## src/design/mcpid_pkg.sv

```systemverilog
// ----------------------------------------------------------------------------
// mcpid_pkg
// Shared types, constants and arithmetic helpers for the multichannel PID
// controller: configuration record, queue word, and the scaling functions.
// ----------------------------------------------------------------------------
package mcpid_pkg;

    // Datapath widths
    localparam int DATA_W      = 16;               // measurement, setpoint, limits
    localparam int GAIN_W      = 15;               // gain registers (unsigned)
    localparam int KG_W        = GAIN_W + 1;       // signed gain after direction
    localparam int ERR_W       = DATA_W + 1;       // difference of two samples
    localparam int PROD_W      = KG_W + ERR_W;     // gain times difference
    localparam int SCALE_SHIFT = 8;
    localparam int SCALE       = 1 << SCALE_SHIFT; // fixed-point scale
    localparam int TERM_W      = PROD_W - SCALE_SHIFT;
    localparam int SUM_W       = TERM_W + 2;       // three terms summed
    localparam int UNS_W       = DATA_W - SCALE_SHIFT;
    localparam int REG_IDX_W   = 3;
    localparam int QUEUE_DEPTH = 2;

    // Input function codes
    typedef enum logic
    {
        FUNC_COMPUTE = 1'b0,
        FUNC_INIT    = 1'b1
    } func_t;

    // Configuration register map
    typedef enum logic [REG_IDX_W-1:0]
    {
        REG_PROP_GAIN   = 3'd0,
        REG_INT_GAIN    = 3'd1,
        REG_DERIV_GAIN  = 3'd2,
        REG_REVERSE_DIR = 3'd3,
        REG_OUT_MIN     = 3'd4,
        REG_OUT_MAX     = 3'd5,
        REG_AUTO_MODE   = 3'd6
    } reg_index_t;

    // Work class decided by the front end
    typedef enum logic [1:0]
    {
        OP_COMPUTE = 2'd0,   // automatic control step
        OP_INIT    = 2'd1,   // bumpless initialise
        OP_HOLD    = 2'd2,   // manual: report held output
        OP_NONE    = 2'd3    // channel not present
    } op_t;

    typedef struct packed
    {
        logic [GAIN_W-1:0]        prop_gain;
        logic [GAIN_W-1:0]        int_gain;
        logic [GAIN_W-1:0]        deriv_gain;
        logic                     reverse_direction;
        logic signed [DATA_W-1:0] out_min;
        logic signed [DATA_W-1:0] out_max;
        logic                     auto_mode;
    } cfg_t;

    // Word passed from front to back through the queue
    typedef struct packed
    {
        op_t                      op;
        logic                     channel;
        logic signed [DATA_W-1:0] meas;
        logic signed [KG_W-1:0]   kd;
        logic signed [TERM_W-1:0] p_term;
        logic signed [TERM_W-1:0] i_term;
    } q_word_t;

    // Product divided by SCALE, truncating toward zero
    function automatic logic signed [TERM_W-1:0] scale_div(input logic signed [PROD_W-1:0] p);
        logic signed [PROD_W-1:0] adj;
        if (p[PROD_W-1])
            adj = p + PROD_W'(SCALE - 1);
        else
            adj = p;
        return TERM_W'(adj >>> SCALE_SHIFT);
    endfunction

    // Output value divided by SCALE, truncating toward zero
    function automatic logic signed [UNS_W-1:0] unscale(input logic signed [DATA_W-1:0] r);
        logic signed [DATA_W-1:0] adj;
        if (r[DATA_W-1])
            adj = r + DATA_W'(SCALE - 1);
        else
            adj = r;
        return UNS_W'(adj >>> SCALE_SHIFT);
    endfunction

    // Upper limit tested first, then lower
    function automatic logic signed [DATA_W-1:0] clamp_out(
        input logic signed [SUM_W-1:0]  v,
        input logic signed [DATA_W-1:0] lo,
        input logic signed [DATA_W-1:0] hi
    );
        logic signed [DATA_W-1:0] r;
        priority if (v > SUM_W'(hi))
            r = hi;
        else if (v < SUM_W'(lo))
            r = lo;
        else
            r = DATA_W'(v);
        return r;
    endfunction

endpackage

```

## src/design/mcpid_queue.sv

```systemverilog
// ----------------------------------------------------------------------------
// mcpid_queue
// Short queue between front and back so that each side can stall on its
// own. Simultaneous push and pop are allowed.
// ----------------------------------------------------------------------------
module mcpid_queue
    import mcpid_pkg::*;
(
    input  logic    clk,
    input  logic    rst_n,
    input  logic    push_valid,
    output logic    push_ready,
    input  q_word_t push_word,
    output logic    pop_valid,
    input  logic    pop_ready,
    output q_word_t pop_word
);

    localparam int PTR_W = (QUEUE_DEPTH > 1) ? $clog2(QUEUE_DEPTH) : 1;
    localparam int CNT_W = $clog2(QUEUE_DEPTH + 1);

    q_word_t            entry_reg [QUEUE_DEPTH];
    logic [PTR_W-1:0]   wr_ptr_reg;
    logic [PTR_W-1:0]   wr_ptr_next;
    logic [PTR_W-1:0]   rd_ptr_reg;
    logic [PTR_W-1:0]   rd_ptr_next;
    logic [CNT_W-1:0]   count_reg;
    logic [CNT_W-1:0]   count_next;
    logic               push;
    logic               pop;

    assign push_ready = count_reg != CNT_W'(QUEUE_DEPTH);
    assign pop_valid  = count_reg != '0;
    assign push       = push_valid && push_ready;
    assign pop        = pop_valid && pop_ready;
    assign pop_word   = entry_reg[rd_ptr_reg];

    // Pointer and fill count update
    always_comb
    begin
        wr_ptr_next = wr_ptr_reg;
        rd_ptr_next = rd_ptr_reg;
        count_next  = count_reg;
        if (push)
            wr_ptr_next = (wr_ptr_reg == PTR_W'(QUEUE_DEPTH - 1)) ? '0 : wr_ptr_reg + 1'b1;
        if (pop)
            rd_ptr_next = (rd_ptr_reg == PTR_W'(QUEUE_DEPTH - 1)) ? '0 : rd_ptr_reg + 1'b1;
        if (push && !pop)
            count_next = count_reg + 1'b1;
        else if (pop && !push)
            count_next = count_reg - 1'b1;
    end

    always_ff @(posedge clk or negedge rst_n)
    begin
        if (!rst_n)
        begin
            wr_ptr_reg <= '0;
            rd_ptr_reg <= '0;
            count_reg  <= '0;
        end
        else
        begin
            wr_ptr_reg <= wr_ptr_next;
            rd_ptr_reg <= rd_ptr_next;
            count_reg  <= count_next;
        end
    end

    always_ff @(posedge clk)
    begin
        if (push)
            entry_reg[wr_ptr_reg] <= push_word;
    end

    a_count_range: assert property (@(posedge clk) disable iff (!rst_n)
        count_reg <= CNT_W'(QUEUE_DEPTH))
        else $error("queue fill count out of range");

    a_count_track: assert property (@(posedge clk) disable iff (!rst_n)
        push && !pop |=> count_reg == $past(count_reg) + 1'b1)
        else $error("queue count missed a push");

endmodule

```

## config.mk

```make
export PLATFORM = sky130hd
export DESIGN_NAME = mcpid_queue
export DESIGN_NICKNAME = d
export VERILOG_FILES = /design/src/design/mcpid_pkg.sv /design/src/design/mcpid_queue.sv
export SDC_FILE = /design/constraint.sdc
export NUM_CORES = 1
export LEC_CHECK = 0
export BUFFER_PORTS_ARGS = -buffer_cell sky130_fd_sc_hd__clkbuf_2
export CAP_MARGIN = 20
export CORE_ASPECT_RATIO = 1.25
export CORE_UTILIZATION = 56
export CTS_CLUSTER_DIAMETER = 50
export DETAILED_ROUTE_END_ITERATION = 12
export GPL_ROUTABILITY_DRIVEN = 0
export GPL_TIMING_DRIVEN = 0
export HOLD_SLACK_MARGIN = 0.15
export PLACE_DENSITY = 0.86
export RECOVER_POWER = 50
export SLEW_MARGIN = 20
export SYNTH_ARGS = -nofsm -noshare
export SYNTH_HDL_FRONTEND = slang
export SYNTH_SLANG_ARGS = --single-unit
export TNS_END_PERCENT = 100
```

## constraint.sdc

```tcl
create_clock -name clk -period 11 [get_ports clk]
set_clock_uncertainty 0.05 [all_clocks]
set_input_delay 1.1 -clock clk [delete_from_list [all_inputs] [get_ports clk]]
set_output_delay 1.1 -clock clk [all_outputs]
set_load 0.01 [all_outputs]
```

==> qor.csv, run 1 <==
metric;value;unit
status;finished, violations left;
violations;capacitance limit, slew limit;
rsz0062_at_grt;no;
synthesis.area;6530;um^2
final-setup-viol-count;0;
start_util;58.1;%
place_inst;598;
io_pins;176;
dieHeight;123;um
drc_errors;0;
syn-num-nets;373;
min_period;3.09;ns
yosysWarnings;0;
fin_crit_sh;28.0;%
synth.distinct_cells;17;
swShare;29.0;%
avgSynthCellArea;23.1;um^2
synthMostInstantiatedCell;edfxtp_1;
final_util;72.6;%
required;11.04;ns
routed_wl;11400;um
worstSetupStartpointType;input pin;
reg2reg_depth;3;
max_stage_delay;1.55;ns
setup_tns;0;ns
hold_ws;0.465;ns
htree_levels;4;
wl_met2;6300;um
post-place-ws;8.35;ns
grtUsageTotal;19.3;%
ys_seq_area_share;79.7;%
synth_top_area_share;78.1;%
synthTopCellsByCount;170 x edfxtp_1, 45 x mux2_2, 40 x mux2_4;
p_leak;3.11;nW
final_area;8170;um^2
routed_via_density;5.21;
synth_flop_cell;edfxtp_1;
ir_worst_vdd;0.153;mV
wl_met1;4160;um
max_freq;324;MHz
relSlewSlack;-37.7;%
path_buf_inv;2;
largest_register_ffs;170;
synth-edff-count;170;
grt_overflow_total;0;
clkSinkCount;174;
wl_per_cell;18.0;um
p_clk_share;23.6;%
seqPwrFrac;42.9;%
intPower;1.57;mW
num_vias;3282;
grt_pass1_vias;3476;
finalPower;2.21;mW
clk_pin_slew;0.06;ns
drt_iter0_drc;134;
cts_buffers;17;
drive_gt1_share;49.9;%
setup.worst_path.class;in -> reg;
yosysTopAreaCell;edfxtp_1;
cts_resized;0;
drv_cap;1;
power_density;271;nW/um^2
critPathSlowestCell;and3_1;
p_comb_share;33.4;%
dp_hpwl;8020;um
post-cts-setup-buffers;0;
cp_max_fo;43;
hold_viol;0;
ys_ff_latch;174;
cts_tree;yes;
rows;43;
dieArea;12100;um^2
drt-pass1-iter-count;4;
antenna_found_initial;0;
clockBufferDepth;2;
n_antenna_cell;0;
worstMarginPinSlew;2.07;ns
yosys-top-cells-area;edfxtp_1 78%, mux2_4 9.2%, mux2_2 7.8%;
setup_ws;7.91;ns
portBuffers;175;
synthCells;283;
drtAntennaViolNets;0;
top_layer_used;met4;
final_cells;630;
hold_class;in -> async;
core_area;11200;um^2
rr_startpoint;count_reg[0];
async_flop_share;2.30;%
crit_family;simple AND/OR/NAND/NOR gates;
syn2layout_area_growth;25.0;%
critPathArrivalTime;3.13;ns
cts_hold_buf;0;
wl_met3;735;um
cts-root-buf;clkbuf_16;
maxSlewViolCount;43;
clk_latency;0.41;ns
cp-end-kind;register;
grt_start_max_net_pins;44;
fin_nets;572;
die_w;98.6;um
r2r_setup_slack;8.05;ns
r2r_end;entry_reg[1][56];
grt_pass1_wl;16900;um
switchingPower;0.642;mW
path_cells;clkbuf_1 -> and3_1 -> buf_12;
placed_area;7720;um^2
-- cells by family after synthesis --
| kind of cell | count (synthesis) | share of synthesized area, % |
|---|---|---|
| mux | 85 | 17.0 |
| fa+ha+maj | 1 | 0.192 |
| flops | 174 | 79.7 |
| xor+xnor | 5 | 0.670 |
| buf+inv | 11 | 1.99 |
| simple gates | 7 | 0.517 |
-- final cells by class --
cell class	instances	area [um^2]
multi-input combinational	98	1200
clock inverter	15	96.3
sequential	174	5200
clock buffer	17	425
fill	707	3080
buffer	10	126
tap	135	169
inverter	1	3.75
timing repair buffer	180	935
-- power by group through the flow --
stage | sequential (mW) | combinational [mW] | clock (mW)
CTS | 0.948 | 0.754 | 0.535
floorplan | 0.962 | 0.483 | 0
finish | 0.949 | 0.739 | 0.522
global placement | 0.975 | 0.693 | 0
global route | 0.962 | 0.789 | 0.561
detailed placement | 0.961 | 0.751 | 0
-- how the worst max path moves through the flow --
stage | from | endpoint | slack (ns) | depth (start not counted)
CTS | rd_ptr_reg | pop_word[11] | 8.16 | 4
global placement | push_valid | entry_reg[0][47] | 3.91 | 3
finish | push_valid | entry_reg[1][56] | 7.91 | 3
floorplan | push_valid | entry_reg[0][0] | 5.69 | 2
detailed placement | push_valid | entry_reg[0][23] | 8.35 | 5
global route | push_valid | entry_reg[1][17] | 7.75 | 3
-- routing by layer --
layer | track usage (%) | vias up
li1 | - | 1523
met1 | 20.0 | 1621
met2 | 35.0 | 124
met3 | 7.06 | 14
met4 | 8.86 | 0
met5 | 0 | -
-- cells in the final DEF, fill, tap and decap left out, drive strengths merged --
cell type	count
ha	1
xor2	2
nand2b	1
edfxtp	170
clkinvlp	2
nand2	2
dfrtp	4
inv	5
or2	1
clkbuf	192
and3	1
xnor2	3
mux2	85
clkinv	9
nor2	2
buf	15
(Power assumes the default switching activity.)
==> run 2, diff against run 1 <==
CORE_UTILIZATION = 47   (was 56)
PLACE_DENSITY = 0.77   (was 0.86)
clock period = 2.65 ns   (was 11 ns; I/O delays follow)
==> run 2 against run 1 <==
Net effect: the run now ends clean; sequential cell count unchanged; non-clock buffer count increased by 88; critical path type is now reg -> reg; global-route usage decreased by 1.4 points; clock power increased to 4.5 times the previous value; via count increased by 9.7%; count of clock-buffer cells in the layout increased by 1.
==> qor.csv, run 2 (synthesized netlist as in run 1, its figures left out) <==
metric;value;unit;change
status;finished, final reports clean;;
fin_nets;660;;+15%
rsz0062_at_grt;no;;
grt_pass1_vias;3806;;+9.5%
most-common-layout-cells;170 x edfxtp_1, 123 x clkbuf_2, 89 x dlygate4sd3_1, 53 x clkbuf_1, 45 x mux2_2;;
drt-pass1-iter-count;5;;+1
cts_resized;0;;unchanged
dieHeight;134;um;+9.0%
switchingPower;2.75;mW;+330%
htree_levels;4;;unchanged
cp_max_fo;44;;+2.3%
die_w;107;um;+9.0%
io_pins;176;;unchanged
drive_gt1_share;43.7;%;-6.2 points
fin_crit_sh;83.1;%;
routed_via_density;4.77;;-8.4%
num_vias;3599;;+9.7%
clk_pin_slew;0.06;ns;about the same
wl_per_cell;16.4;um;-9.2%
core_area;13400;um^2;+19%
drv_cap;0;;-1
cp-end-kind;register;;
p_comb_share;33.5;%;about the same
clkSinkCount;174;;unchanged
grt_overflow_total;0;;unchanged
worstMarginPinSlew;1.06;ns;-1.01 ns
final_cells;754;;+20%
post-place-ws;0.540;ns;-7.81 ns
grt_start_max_net_pins;45;;+2.3%
post-cts-setup-buffers;0;;unchanged
max_freq;454;MHz;
worstSetupStartpointType;register;;
final_common_cell;edfxtp_1;;
n_antenna_cell;0;;unchanged
grt_pass1_wl;18800;um;+11%
setup_ws;0.449;ns;-7.47 ns
critPathSlowestCell;and3_2;;
antenna_found_initial;0;;unchanged
clk_latency;0.41;ns;about the same
ir_worst_vdd;0.651;mV;+320%
swShare;29.2;%;+0.14 points
p_leak;3.50;nW;+12%
drc_errors;0;;unchanged
syn2layout_area_growth;39.8;%;
relSlewSlack;29.3;%;+67 points
hold_ws;0.473;ns;+0.00817 ns
setup_tns;0;ns;unchanged
intPower;6.69;mW;+330%
dp_hpwl;7610;um;-5.2%
p_clk_share;24.9;%;+1.3 points
start_util;48.7;%;-9.4 points
hold_class;reg -> reg;;
maxSlewViolCount;0;;-100%
power_density;1030;nW/um^2;+280%
rr_startpoint;count_reg[0];;
final-setup-viol-count;0;;unchanged
hp-start;count_reg[1];;
seqPwrFrac;41.6;%;-1.3 points
largest_register_ffs;170;;unchanged
min_period;2.20;ns;
portBuffers;175;;unchanged
critPathArrivalTime;2.24;ns;-0.89 ns
max_stage_delay;0.90;ns;-0.65 ns
cts_buffers;17;;unchanged
cts-root-buf;clkbuf_16;;
hold_viol;0;;unchanged
dieArea;14400;um^2;+19%
rows;47;;+9.3%
path_cells;nand2b_1 -> and3_2 -> buf_16;;
startpoint;count_reg[0];;
drt_iter0_drc;151;;+13%
grtUsageTotal;17.9;%;-1.4 points
required;2.69;ns;-8.35 ns
cts_tree;yes;;
setup.worst_path.class;reg -> reg;;
drtAntennaViolNets;0;;unchanged
r2r_setup_slack;0.45;ns;-7.60 ns
place_inst;633;;+5.9%
routed_wl;12400;um;+8.6%
clockBufferDepth;2;;unchanged
## run 2: path summary, 6_finish.rpt
path                                          to  depth (start not counted)
worst max-delay path            entry_reg[1][78]                          3
worst min-delay path                count_reg[1]                          1
worst max register to register  entry_reg[1][78]                          3
worst min register to register      count_reg[1]                          1
max in group asynchronous             rd_ptr_reg                          3
min in group asynchronous             wr_ptr_reg                          3
## run 2: cell type report
class	instances	area [um^2]
Tap cell	171	214
Sequential cell	174	5200
Timing Repair Buffer	268	1810
Fill cell	911	4280
Inverter	1	3.75
Buffer	10	126
Multi-Input combinational cell	98	1210
Clock inverter	14	134
Clock buffer	18	429
## run 2: worst max-delay path, delay by kind of cell, from the launching register on
kind                   cells  cell delay, ns
and+or+nand+nor            2            1.06
DFF                        1            0.42
buffers and inverters      1            0.32
## run 2: routing by layer
| layer | routed length (um) | track usage [%] | up-vias |
|---|---|---|---|
| met4 | 233 | 7.31 | 0 |
| li1 | - | - | 1695 |
| met5 | 0 | 0 | - |
| met3 | 581 | 4.66 | 16 |
| met1 | 4730 | 19.2 | 1753 |
| met2 | 6810 | 33.1 | 135 |
## run 2: power groups by stage
stage / registers [mW] / clock network, mW / logic [mW]
after floorplan: 3.94 / 0 / 2.01
after global placement: 3.97 / 0 / 2.91
after detailed placement: 3.98 / 0 / 3.10
after CTS: 3.92 / 2.40 / 3.21
after global routing: 3.98 / 2.51 / 3.39
final: 3.93 / 2.35 / 3.16
## run 2: per-stage QoR
stage                     area, um^2  utilization [%]  power, mW
after floorplan                 6540                -       5.95
after global placement          7630             56.9       6.89
after detailed placement        7740             57.8       7.08
after CTS                       9200             68.6       9.53
after global routing            9130             68.1       9.88
final                           9130             68.1       9.44
## run 2: what timing repair did
item                                    in CTS  in global routing
hold endpoints to repair                   176                  0
endpoints found under the setup margin       0                  0
hold buffers                                89                  0
