$ cat src/design/mcpid_pkg.sv
// ----------------------------------------------------------------------------
// mcpid_pkg
// Shared types, constants and arithmetic helpers for the multichannel PID
// controller: configuration record, queue word, and the scaling functions.
// ----------------------------------------------------------------------------
package mcpid_pkg;

    // Datapath widths
    localparam int DATA_W      = 16;               // measurement, setpoint, limits
    localparam int GAIN_W      = 15;               // gain registers (unsigned)
    localparam int KG_W        = GAIN_W + 1;       // signed gain after direction
    localparam int ERR_W       = DATA_W + 1;       // difference of two samples
    localparam int PROD_W      = KG_W + ERR_W;     // gain times difference
    localparam int SCALE_SHIFT = 8;
    localparam int SCALE       = 1 << SCALE_SHIFT; // fixed-point scale
    localparam int TERM_W      = PROD_W - SCALE_SHIFT;
    localparam int SUM_W       = TERM_W + 2;       // three terms summed
    localparam int UNS_W       = DATA_W - SCALE_SHIFT;
    localparam int REG_IDX_W   = 3;
    localparam int QUEUE_DEPTH = 2;

    // Input function codes
    typedef enum logic
    {
        FUNC_COMPUTE = 1'b0,
        FUNC_INIT    = 1'b1
    } func_t;

    // Configuration register map
    typedef enum logic [REG_IDX_W-1:0]
    {
        REG_PROP_GAIN   = 3'd0,
        REG_INT_GAIN    = 3'd1,
        REG_DERIV_GAIN  = 3'd2,
        REG_REVERSE_DIR = 3'd3,
        REG_OUT_MIN     = 3'd4,
        REG_OUT_MAX     = 3'd5,
        REG_AUTO_MODE   = 3'd6
    } reg_index_t;

    // Work class decided by the front end
    typedef enum logic [1:0]
    {
        OP_COMPUTE = 2'd0,   // automatic control step
        OP_INIT    = 2'd1,   // bumpless initialise
        OP_HOLD    = 2'd2,   // manual: report held output
        OP_NONE    = 2'd3    // channel not present
    } op_t;

    typedef struct packed
    {
        logic [GAIN_W-1:0]        prop_gain;
        logic [GAIN_W-1:0]        int_gain;
        logic [GAIN_W-1:0]        deriv_gain;
        logic                     reverse_direction;
        logic signed [DATA_W-1:0] out_min;
        logic signed [DATA_W-1:0] out_max;
        logic                     auto_mode;
    } cfg_t;

    // Word passed from front to back through the queue
    typedef struct packed
    {
        op_t                      op;
        logic                     channel;
        logic signed [DATA_W-1:0] meas;
        logic signed [KG_W-1:0]   kd;
        logic signed [TERM_W-1:0] p_term;
        logic signed [TERM_W-1:0] i_term;
    } q_word_t;

    // Product divided by SCALE, truncating toward zero
    function automatic logic signed [TERM_W-1:0] scale_div(input logic signed [PROD_W-1:0] p);
        logic signed [PROD_W-1:0] adj;
        if (p[PROD_W-1])
            adj = p + PROD_W'(SCALE - 1);
        else
            adj = p;
        return TERM_W'(adj >>> SCALE_SHIFT);
    endfunction

    // Output value divided by SCALE, truncating toward zero
    function automatic logic signed [UNS_W-1:0] unscale(input logic signed [DATA_W-1:0] r);
        logic signed [DATA_W-1:0] adj;
        if (r[DATA_W-1])
            adj = r + DATA_W'(SCALE - 1);
        else
            adj = r;
        return UNS_W'(adj >>> SCALE_SHIFT);
    endfunction

    // Upper limit tested first, then lower
    function automatic logic signed [DATA_W-1:0] clamp_out(
        input logic signed [SUM_W-1:0]  v,
        input logic signed [DATA_W-1:0] lo,
        input logic signed [DATA_W-1:0] hi
    );
        logic signed [DATA_W-1:0] r;
        priority if (v > SUM_W'(hi))
            r = hi;
        else if (v < SUM_W'(lo))
            r = lo;
        else
            r = DATA_W'(v);
        return r;
    endfunction

endpackage

$ cat src/design/mcpid_back.sv
// ----------------------------------------------------------------------------
// mcpid_back
// Executes queued words against per-channel state: derivative term,
// integral update and output clamp, in one read-modify-write per word.
// Holds the result in an output register.
// ----------------------------------------------------------------------------
module mcpid_back
    import mcpid_pkg::*;
#(
    parameter int CHANNELS = 2
)
(
    input  logic                     clk,
    input  logic                     rst_n,
    input  cfg_t                     cfg,
    input  logic                     q_valid,
    output logic                     q_ready,
    input  q_word_t                  q_word,
    output logic                     out_valid,
    input  logic                     out_ready,
    output logic                     out_channel,
    output logic signed [DATA_W-1:0] control_output,
    output logic signed [UNS_W-1:0]  unscaled_output,
    output logic                     updated
);

    localparam int CH_IDX_W = (CHANNELS > 1) ? $clog2(CHANNELS) : 1;

    // Per-channel state
    logic signed [DATA_W-1:0] integ_reg [CHANNELS];
    logic signed [DATA_W-1:0] prev_reg  [CHANNELS];
    logic signed [DATA_W-1:0] held_reg  [CHANNELS];

    logic                     out_valid_reg;
    logic                     out_valid_next;
    logic                     out_channel_reg;
    logic signed [DATA_W-1:0] ctrl_reg;
    logic signed [UNS_W-1:0]  uns_reg;
    logic                     upd_reg;

    logic                     pop;
    logic [CH_IDX_W-1:0]      idx;
    logic signed [DATA_W-1:0] integ_cur;
    logic signed [DATA_W-1:0] prev_cur;
    logic signed [DATA_W-1:0] held_cur;
    logic signed [ERR_W-1:0]  d_in;
    logic signed [PROD_W-1:0] d_prod;
    logic signed [TERM_W-1:0] d_term;
    logic signed [DATA_W-1:0] integ_step;
    logic signed [DATA_W-1:0] pid_out;
    logic signed [DATA_W-1:0] result;
    logic                     upd;
    logic                     integ_we;
    logic                     prev_we;
    logic                     held_we;
    logic signed [DATA_W-1:0] integ_next;

    assign q_ready = !out_valid_reg || out_ready;
    assign pop     = q_valid && q_ready;
    assign idx     = CH_IDX_W'(q_word.channel);

    assign integ_cur = integ_reg[idx];
    assign prev_cur  = prev_reg[idx];
    assign held_cur  = held_reg[idx];

    // Derivative on measurement
    assign d_in   = ERR_W'(q_word.meas) - ERR_W'(prev_cur);
    assign d_prod = PROD_W'(q_word.kd) * PROD_W'(d_in);
    assign d_term = scale_div(d_prod);

    // Integral step and output, both clamped to the limits
    assign integ_step = clamp_out(SUM_W'(integ_cur) + SUM_W'(q_word.i_term),
                                  cfg.out_min, cfg.out_max);
    assign pid_out    = clamp_out(SUM_W'(q_word.p_term) + SUM_W'(integ_step)
                                  - SUM_W'(d_term), cfg.out_min, cfg.out_max);

    // Result selection and state write enables
    always_comb
    begin
        result     = held_cur;
        upd        = 1'b0;
        integ_we   = 1'b0;
        prev_we    = 1'b0;
        held_we    = 1'b0;
        integ_next = integ_step;
        unique case (q_word.op)
            OP_COMPUTE:
            begin
                result   = pid_out;
                upd      = 1'b1;
                integ_we = 1'b1;
                prev_we  = 1'b1;
                held_we  = 1'b1;
            end
            OP_INIT:
            begin
                integ_next = clamp_out(SUM_W'(held_cur), cfg.out_min, cfg.out_max);
                integ_we   = 1'b1;
                prev_we    = 1'b1;
            end
            OP_HOLD:
            begin
                result = held_cur;
            end
            OP_NONE:
            begin
                result = '0;
            end
            default:
            begin
                result = '0;
            end
        endcase
    end

    // Channel state update
    always_ff @(posedge clk or negedge rst_n)
    begin
        if (!rst_n)
        begin
            for (int i = 0; i < CHANNELS; i++)
            begin
                integ_reg[i] <= '0;
                prev_reg[i]  <= '0;
                held_reg[i]  <= '0;
            end
        end
        else if (pop)
        begin
            if (integ_we)
                integ_reg[idx] <= integ_next;
            if (prev_we)
                prev_reg[idx] <= q_word.meas;
            if (held_we)
                held_reg[idx] <= pid_out;
        end
    end

    // Output register
    always_comb
    begin
        if (pop)
            out_valid_next = 1'b1;
        else if (out_ready)
            out_valid_next = 1'b0;
        else
            out_valid_next = out_valid_reg;
    end

    always_ff @(posedge clk or negedge rst_n)
    begin
        if (!rst_n)
            out_valid_reg <= 1'b0;
        else
            out_valid_reg <= out_valid_next;
    end

    always_ff @(posedge clk)
    begin
        if (pop)
        begin
            out_channel_reg <= q_word.channel;
            ctrl_reg        <= result;
            uns_reg         <= unscale(result);
            upd_reg         <= upd;
        end
    end

    assign out_valid       = out_valid_reg;
    assign out_channel     = out_channel_reg;
    assign control_output  = ctrl_reg;
    assign unscaled_output = uns_reg;
    assign updated         = upd_reg;

    // A computed output becomes the channel's held output
    a_held_follows: assert property (@(posedge clk) disable iff (!rst_n)
        pop && q_word.op == OP_COMPUTE |=> held_reg[$past(idx)] == ctrl_reg)
        else $error("held output does not match computed word");

    // Only a compute step reports a fresh value
    a_upd_compute: assert property (@(posedge clk) disable iff (!rst_n)
        pop && q_word.op != OP_COMPUTE |=> !upd_reg)
        else $error("updated flag set for a non-compute word");

endmodule

$ cat config.mk
export PLATFORM = sky130hd
export DESIGN_NAME = mcpid_back
export DESIGN_NICKNAME = d
export VERILOG_FILES = /design/src/design/mcpid_pkg.sv /design/src/design/mcpid_back.sv
export SDC_FILE = /design/constraint.sdc
export NUM_CORES = 1
export LEC_CHECK = 0
export ABC_AREA = 1
export BUFFER_PORTS_ARGS = -buffer_cell sky130_fd_sc_hd__buf_2
export CORE_MARGIN = 8
export CORE_UTILIZATION = 45
export CTS_CLUSTER_DIAMETER = 40
export DETAILED_ROUTE_END_ITERATION = 16
export HOLD_SLACK_MARGIN = 0.08
export PLACE_DENSITY_LB_ADDON = 0.12
export SYNTH_ARGS = -nofsm -noshare
export SYNTH_HDL_FRONTEND = slang
export SYNTH_SLANG_ARGS = --single-unit
$ cat constraint.sdc
create_clock -name clk -period 21 [get_ports clk]
set_input_delay 6.3 -clock clk [delete_from_list [all_inputs] [get_ports clk]]
set_output_delay 6.3 -clock clk [all_outputs]
set_load 0.05 [all_outputs]
==> results of run 1 <==
==> metal layers <==
layer	share of wire	up-vias
met5	0	-
met4	0.026	0
met3	0.073	114
met2	0.45	699
met1	0.45	10700
li1	-	10600
==> logic make-up (layout without fill, tap and decap cells) <==
logic type / after synthesis / in the layout
simple gates: 1377 / 1377
mux: 14 / 14
flops: 123 / 123
fa+ha+maj: 592 / 592
xor+xnor: 98 / 98
compound gates: 416 / 416
buf+inv: 648 / 799
==> cell type report <==
type	instances	area [um2]
Tap cell	696	871
Sequential cell	123	3210
Clock inverter	14	160
Inverter	576	2170
Timing Repair Buffer	191	1070
Fill cell	5363	27100
Clock buffer	18	429
Multi-Input combinational cell	2497	18900
==> cells in the mapped netlist, drive strengths merged <==
cell type,number,area share
ha,289,0.15
a31oi,6,0.0015
clkinv,13,0.0020
mux2i,14,0.0057
a21boi,9,0.0031
o211ai,23,0.0078
a221oi,2,0.00071
and3,2,0.00051
nor3,17,0.0039
a2111o,1,0.00046
nand2,876,0.14
edfxtp,26,0.032
a21oi,150,0.031
nand3b,5,0.0015
o2111ai,4,0.0014
a21o,11,0.0034
nor2,255,0.041
o21a,10,0.0031
a211oi,5,0.0015
nand4,35,0.0092
xor2,65,0.024
dfrtp,97,0.099
clkbuf,58,0.0089
and2,6,0.0015
nand3,153,0.033
nor4,6,0.0015
buf,14,0.0035
o21ai,173,0.037
a2111oi,1,0.00036
inv,563,0.086
o31ai,3,0.00092
xnor2,33,0.012
fa,303,0.25
or2,22,0.0056
o221ai,4,0.0014
o21bai,14,0.0047
==> final timing paths <==
check                             start                  to  slack, ns  depth (start not counted)
max                          q_word[82]  unscaled_output[4]       1.02                         76
min                        held_reg[22]        held_reg[22]       0.48                          2
max reg2reg                 prev_reg[1]  unscaled_output[4]       6.80                         75
min reg2reg                held_reg[22]        held_reg[22]       0.48                          2
max in group asynchronous         rst_n        held_reg[28]      13.89                          2
min in group asynchronous         rst_n        prev_reg[27]       5.79                          1
==> tightest hold or removal path, cell delays in order (launching register included) <==
cell and delay (ns):
dfrtp_1 0.34, nand2_1 0.05, nand2_1 0.06
==> per-stage QoR <==
| step | setup TNS (ns) | cell area (um2) | instances |
|---|---|---|---|
| 6_report | 0 | 26800 | 4115 |
| 5_1_grt | -0.0247 | 26800 | 4115 |
| 4_1_cts | 0 | 26700 | 4108 |
| 3_5_place_dp | 0 | 26100 | 4076 |
| 3_3_place_gp | 0 | 26100 | 4076 |
| 2_1_floorplan | 0 | 24600 | 3268 |
==> timing repair <==
item | in CTS | in global routing
setup buffers | 0 | 7
resized for setup | 0 | 18
setup endpoints to repair | 0 | 9
==> flow_metrics.tcl, run 1 <==
set metrics [dict create \
    setup_viol 0 \
    cap_violations 0 \
    finalClockSkew_ns 0.0211 \
    ys_seq_elements 123 \
    start_kind "input pin" \
    grt_max_degree 67 \
    drive_gt1_frac 0.0983 \
    insertion_delay_ns 0.45 \
    initialDrtViolationCount 1471 \
    crit_type "in2reg" \
    pre_cts_ws_ns 0.157 \
    start_util 0.455 \
    ys_types 60 \
    min_path_type "reg2reg" \
    worst-endpoint-required_ns 21.21 \
    holdWs_ns 0.475 \
    htreeDepth 4 \
    cts_buffers 17 \
    grt.total_usage 0.247 \
    place_congestion 0.962 \
    clock_path_buffers 2 \
    wl_um 76000 \
    fp.dieH_um 250 \
    core_area_um2 53900 \
    synth_adder_area_share 0.394 \
    crit_path_max_fanout 17 \
    tightest_slew_ns 1.13 \
    syn_inst 3268 \
    vias 22000 \
    worstPathArrival_ns 20.19 \
    cp-end-kind "register" \
    drv_slew 0 \
    diodes 0 \
    cts_sinks 123 \
    use_met3 0.0383 \
    path_clk_slew_ns 0.07 \
    drt_pre_antenna_iters 5 \
    syn_to_final_growth_pct 9.32 \
    grt_setup_unrepaired "yes" \
    top_usage_layer "met2" \
    crit_family "adder cells" \
    die_area_um2 62300 \
    hpwl_um 64400 \
    cts_tree "yes" \
    synth_compound_area_frac 0.0979 \
    synthesis.area_um2 24600 \
    synth.avg_cell_area_um2 7.51 \
    antenna_left 0 \
    final_util 0.498 \
    final_cell_mix "841 x nand2_1, 556 x inv_1, 303 x fa_1" \
    slew_headroom 0.245 \
    critPathMaxStageDelay_ns 0.57 \
    path_buf_inv 14 \
    max_freq_ghz 0.0500 \
    grtUsageMet1 0.345 \
    pin_count 196 \
    drc 0 \
    holdBufCountCts 0 \
    layout_commonest_cell "nand2_1" \
    finalCritPeriodShare 0.951 \
    port_buffers 148 \
    synth_top_family_by_area "adder cells" \
    status "complete, no violations" \
    rows 85 \
    setup_slack_ns 1.02 \
    yosys_warnings 0 \
    syn-num-nets 4028 \
    period_needed_ns 19.98 \
    clock-root-buffer "clkbuf_16" \
    crit_top_cell "nand2_1" \
    synth-simple-area-share 0.235 \
    hold_viol 0 \
    seq_area_frac_synth 0.131 \
    grt_pass1_vias 22700 \
    fin_nets 4166 \
    die_width_um 250 \
    synthXorXnorAreaFrac 0.0356 \
    wl_per_cell_um 18.5 \
    grt_first_pass_wirelength_um 123000 \
    vias_per_cell 5.35 \
    gr-total-overflow 0 \
    antenna_found_initial 0 \
    crit_slowest_cell "fa_1" \
    synthMuxAreaShare 0.00571 \
    grt_use_met2 0.397 \
]
Power of run 1 is left out: the tool's default activity adds up to more than one toggle a clock period on the data nets, which glitch-free logic cannot reach.
==> run 2: changes to the inputs <==
--- a/config.mk
+++ b/config.mk
@@ -9,6 +9,7 @@
 export BUFFER_PORTS_ARGS = -buffer_cell sky130_fd_sc_hd__buf_2
 export CORE_MARGIN = 8
 export CORE_UTILIZATION = 45
+export CTS_BUF_LIST = sky130_fd_sc_hd__clkbuf_2
 export CTS_CLUSTER_DIAMETER = 40
 export DETAILED_ROUTE_END_ITERATION = 16
 export HOLD_SLACK_MARGIN = 0.08
==> flow_metrics.tcl, run 2 (same netlist as run 1, synthesis figures left out) <==
set metrics [dict create \
    setup_slack_ns 1.14 \
    grt_first_pass_wirelength_um 123000 \
    tightest_slew_ns 1.15 \
    worstPathArrival_ns 20.43 \
    critPathMaxStageDelay_ns 0.57 \
    rr_worst_depth 77 \
    hpwl_um 64400 \
    insertion_delay_ns 0.83 \
    grt_max_degree 67 \
    status "complete, no violations" \
    initialDrtViolationCount 1528 \
    fin_tns_setup_ns 0 \
    drive_gt1_frac 0.0947 \
    pre_cts_ws_ns 0.157 \
    grt_setup_unrepaired "no" \
    timing.rr.start "prev_reg[1]" \
    start_kind "input pin" \
    port_buffers 148 \
    fp.dieH_um 250 \
    die_width_um 250 \
    vias 22000 \
    cts_sinks 123 \
    htreeDepth 4 \
    crit_end "unscaled_output[2]" \
    antenna_left 0 \
    holdBufCountCts 0 \
    crit_path_max_fanout 19 \
    final_cell_mix "843 x nand2_1, 556 x inv_1, 303 x fa_1" \
    clock_path_buffers 2 \
    startpoint "q_word[82]" \
    path_clk_slew_ns 0.21 \
    drt_pre_antenna_iters 6 \
    cp-end-kind "register" \
    gr-total-overflow 0 \
    finalCritPeriodShare 0.946 \
    cap_violations 0 \
    slew_headroom 0.229 \
    r2r_slack_ns 6.55 \
    setup_viol 0 \
    grt_pass1_vias 22600 \
    crit_slowest_cell "fa_1" \
    worst-endpoint-required_ns 21.58 \
    grt.total_usage 0.247 \
    finalClockSkew_ns 0.0788 \
    cts_tree "yes" \
    core_area_um2 53900 \
    die_area_um2 62300 \
    pin_count 196 \
    antenna_found_initial 1 \
    fin_nets 4159 \
    layout_commonest_cell "nand2_1" \
    cts_buffers 17 \
    wl_per_cell_um 18.5 \
    max_freq_ghz 0.0504 \
    vias_per_cell 5.36 \
    start_util 0.455 \
    min_path_type "reg2reg" \
    crit_type "in2reg" \
    crit_top_cell "nand2_1" \
    period_needed_ns 19.86 \
    hold_viol 0 \
    place_congestion 0.962 \
    clock-root-buffer "clkbuf_2" \
    wl_um 75900 \
    rows 85 \
    syn_to_final_growth_pct 7.58 \
    drc 0 \
    drv_slew 0 \
    r2r_end "unscaled_output[2]" \
]
[run 2: cell types whose count changed in the layout (fill, tap and decap cells not counted), moves of 2 or more]
cell / previous run / this run
clkbuf_16: 17 / 0
o21ai_0: 147 / 149
nand2_2: 34 / 32
clkbuf_2: 0 / 18
buf_4: 44 / 37
nand2_1: 841 / 843
[run 2: how the worst min path moves through the flow]
stage	startpoint	endpoint	slack [ns]	depth (start not counted)
6_report	integ_reg[12]	integ_reg[12]	0.51	2
5_1_grt	prev_reg[1]	prev_reg[1]	0.53	2
4_1_cts	integ_reg[12]	integ_reg[12]	0.51	2
3_5_place_dp	integ_reg[0]	integ_reg[0]	0.47	2
3_3_place_gp	held_reg[22]	held_reg[22]	0.46	2
2_1_floorplan	held_reg[22]	held_reg[22]	0.44	2
[run 2: worst max-delay path, delay by kind of cell]
| kind | cells | cell delay (ns) |
|---|---|---|
| compound gates | 14 | 2.21 |
| mux | 1 | 0.27 |
| fa+ha+maj | 11 | 4.87 |
| xor+xnor | 3 | 0.85 |
| buf+inv | 13 | 1.74 |
| simple gates | 36 | 4.14 |
[run 2: layer usage]
| layer | up-vias | part of all wire | GRT usage |
|---|---|---|---|
| li1 | 10500 | - | - |
| met1 | 10700 | 0.45 | 0.345 |
| met2 | 680 | 0.45 | 0.396 |
| met3 | 105 | 0.071 | 0.0386 |
| met4 | 0 | 0.026 | 0.0691 |
| met5 | - | 0 | 0 |
[run 2: through the flow]
stage	util	instances	area, um2	hold WS (ns)
4_1_cts	0.489	4108	26400	0.510
6_report	0.490	4109	26400	0.507
3_5_place_dp	0.485	4076	26100	0.465
3_3_place_gp	0.485	4076	26100	0.460
5_1_grt	0.490	4109	26400	0.529
2_1_floorplan	-	3268	24600	0.444
[run 2: cell type report]
type	instances	area [um2]
Antenna cell	1	2.50
Clock buffer	18	90.1
Clock inverter	14	160
Fill cell	5402	27500
Inverter	576	2170
Multi-Input combinational cell	2497	18900
Sequential cell	123	3210
Tap cell	696	871
Timing Repair Buffer	184	1010
[run 2: timing repair]
item,in CTS,in global routing
gates resized for setup,0,7
buffers inserted,0,0
setup endpoints to repair,0,8
Power of run 2 is left out for the same reason.
==> run 3: changes to the inputs <==
--- a/config.mk
+++ b/config.mk
@@ -6,7 +6,7 @@
 export NUM_CORES = 1
 export LEC_CHECK = 0
 export ABC_AREA = 1
-export BUFFER_PORTS_ARGS = -buffer_cell sky130_fd_sc_hd__buf_2
+export BUFFER_PORTS_ARGS = -buffer_cell sky130_fd_sc_hd__buf_4
 export CORE_MARGIN = 8
 export CORE_UTILIZATION = 45
 export CTS_BUF_LIST = sky130_fd_sc_hd__clkbuf_2
==> flow_metrics.tcl, run 3 (same netlist as run 1, synthesis figures left out) <==
set metrics [dict create \
    status "complete, no violations" \
    max_freq_ghz 0.0508 \
    die_area_um2 62300 \
    antenna_left 0 \
    period_needed_ns 19.68 \
    vias 21900 \
    core_area_um2 53900 \
    gr-total-overflow 0 \
    crit_path_max_fanout 15 \
    worstPathArrival_ns 20.27 \
    grt_max_degree 61 \
    fp.dieH_um 250 \
    cts_tree "yes" \
    cts-resized-gates 0 \
    cts_buffers 17 \
    pin_count 196 \
    drt_pre_antenna_iters 5 \
    crit_type "in2reg" \
    start_kind "input pin" \
    clock_path_buffers 2 \
    cap_violations 0 \
    min_path_type "reg2reg" \
    cp-end-kind "register" \
    grt.total_usage 0.249 \
    hpwl_um 65600 \
    cts_setup_buffers 0 \
    drive_gt1_frac 0.0956 \
    place_congestion 0.958 \
    tightest_slew_ns 1.16 \
    drc 0 \
    insertion_delay_ns 0.79 \
    wl_um 77200 \
    final_cell_mix "845 x nand2_1, 557 x inv_1, 303 x fa_1" \
    port_buffers 148 \
    critPathMaxStageDelay_ns 0.68 \
    start_util 0.455 \
    fin_nets 4167 \
    initialDrtViolationCount 1403 \
    drv_slew 0 \
    finalClockSkew_ns 0.0771 \
    die_width_um 250 \
    cts_sinks 123 \
    vias_per_cell 5.33 \
    rows 85 \
    path_clk_slew_ns 0.26 \
    crit_top_cell "nand2_1" \
    finalCritPeriodShare 0.937 \
    syn_to_final_growth_pct 9.10 \
    antenna_found_initial 1 \
    grt_setup_unrepaired "no" \
    htreeDepth 4 \
    slew_headroom 0.226 \
    setup_viol 0 \
    worst-endpoint-required_ns 21.60 \
    layout_commonest_cell "nand2_1" \
    crit_slowest_cell "fa_1" \
    grt_first_pass_wirelength_um 123000 \
    clock-root-buffer "clkbuf_2" \
    holdBufCountCts 0 \
    grt_pass1_vias 22500 \
    hold_viol 0 \
    fin_tns_setup_ns 0 \
    wl_per_cell_um 18.7 \
]
## run 3: final timing paths
check | startpoint | end | slack (ns) | cells after the start
worst max register to register | prev_reg[1] | unscaled_output[2] | 6.74 | 71
max in group asynchronous | rst_n | held_reg[10] | 14.27 | 2
min in group asynchronous | rst_n | prev_reg[26] | 5.47 | 1
worst max-delay path | q_word[82] | unscaled_output[2] | 1.32 | 72
worst min-delay path | integ_reg[28] | integ_reg[28] | 0.50 | 2
worst min register to register | integ_reg[28] | integ_reg[28] | 0.50 | 2
## run 3: critical path, delay by kind of cell
kind	cells	cell delay (ns)
buffers and inverters	11	1.32
xor gates and xnor gates	2	0.55
AOI/OAI and AO/OA	14	2.67
and+or+nand+nor	34	4.29
adders and majority gates	11	5.13
## run 3: cell type report
class,instances,area [um2]
multi-input combinational,2497,18900
inverter,576,2160
clock buffer,19,95.1
clock inverter,13,124
timing repair buffer,192,1440
sequential,123,3210
tap,696,871
antenna,1,2.50
fill,5427,27100
## run 3: routing by layer
layer  GRT usage  share of wire  wire length, um
met5           0              0                0
met4      0.0614          0.022             1660
met3      0.0390          0.065             5050
met2       0.398           0.45            34500
met1       0.351           0.47            36000
## run 3: through the flow
step	hold WS [ns]	cell area [um2]	setup WS, ns	cells	util
finish	0.503	26800	1.32	4117	0.497
global route	0.519	26800	0.191	4117	0.497
CTS	0.507	26800	1.41	4116	0.497
detailed placement	0.465	26600	0.572	4084	0.493
global placement	0.459	26600	0.629	4084	0.493
floorplan	0.444	24600	1.70	3268	-
Power of run 3 is left out for the same reason.
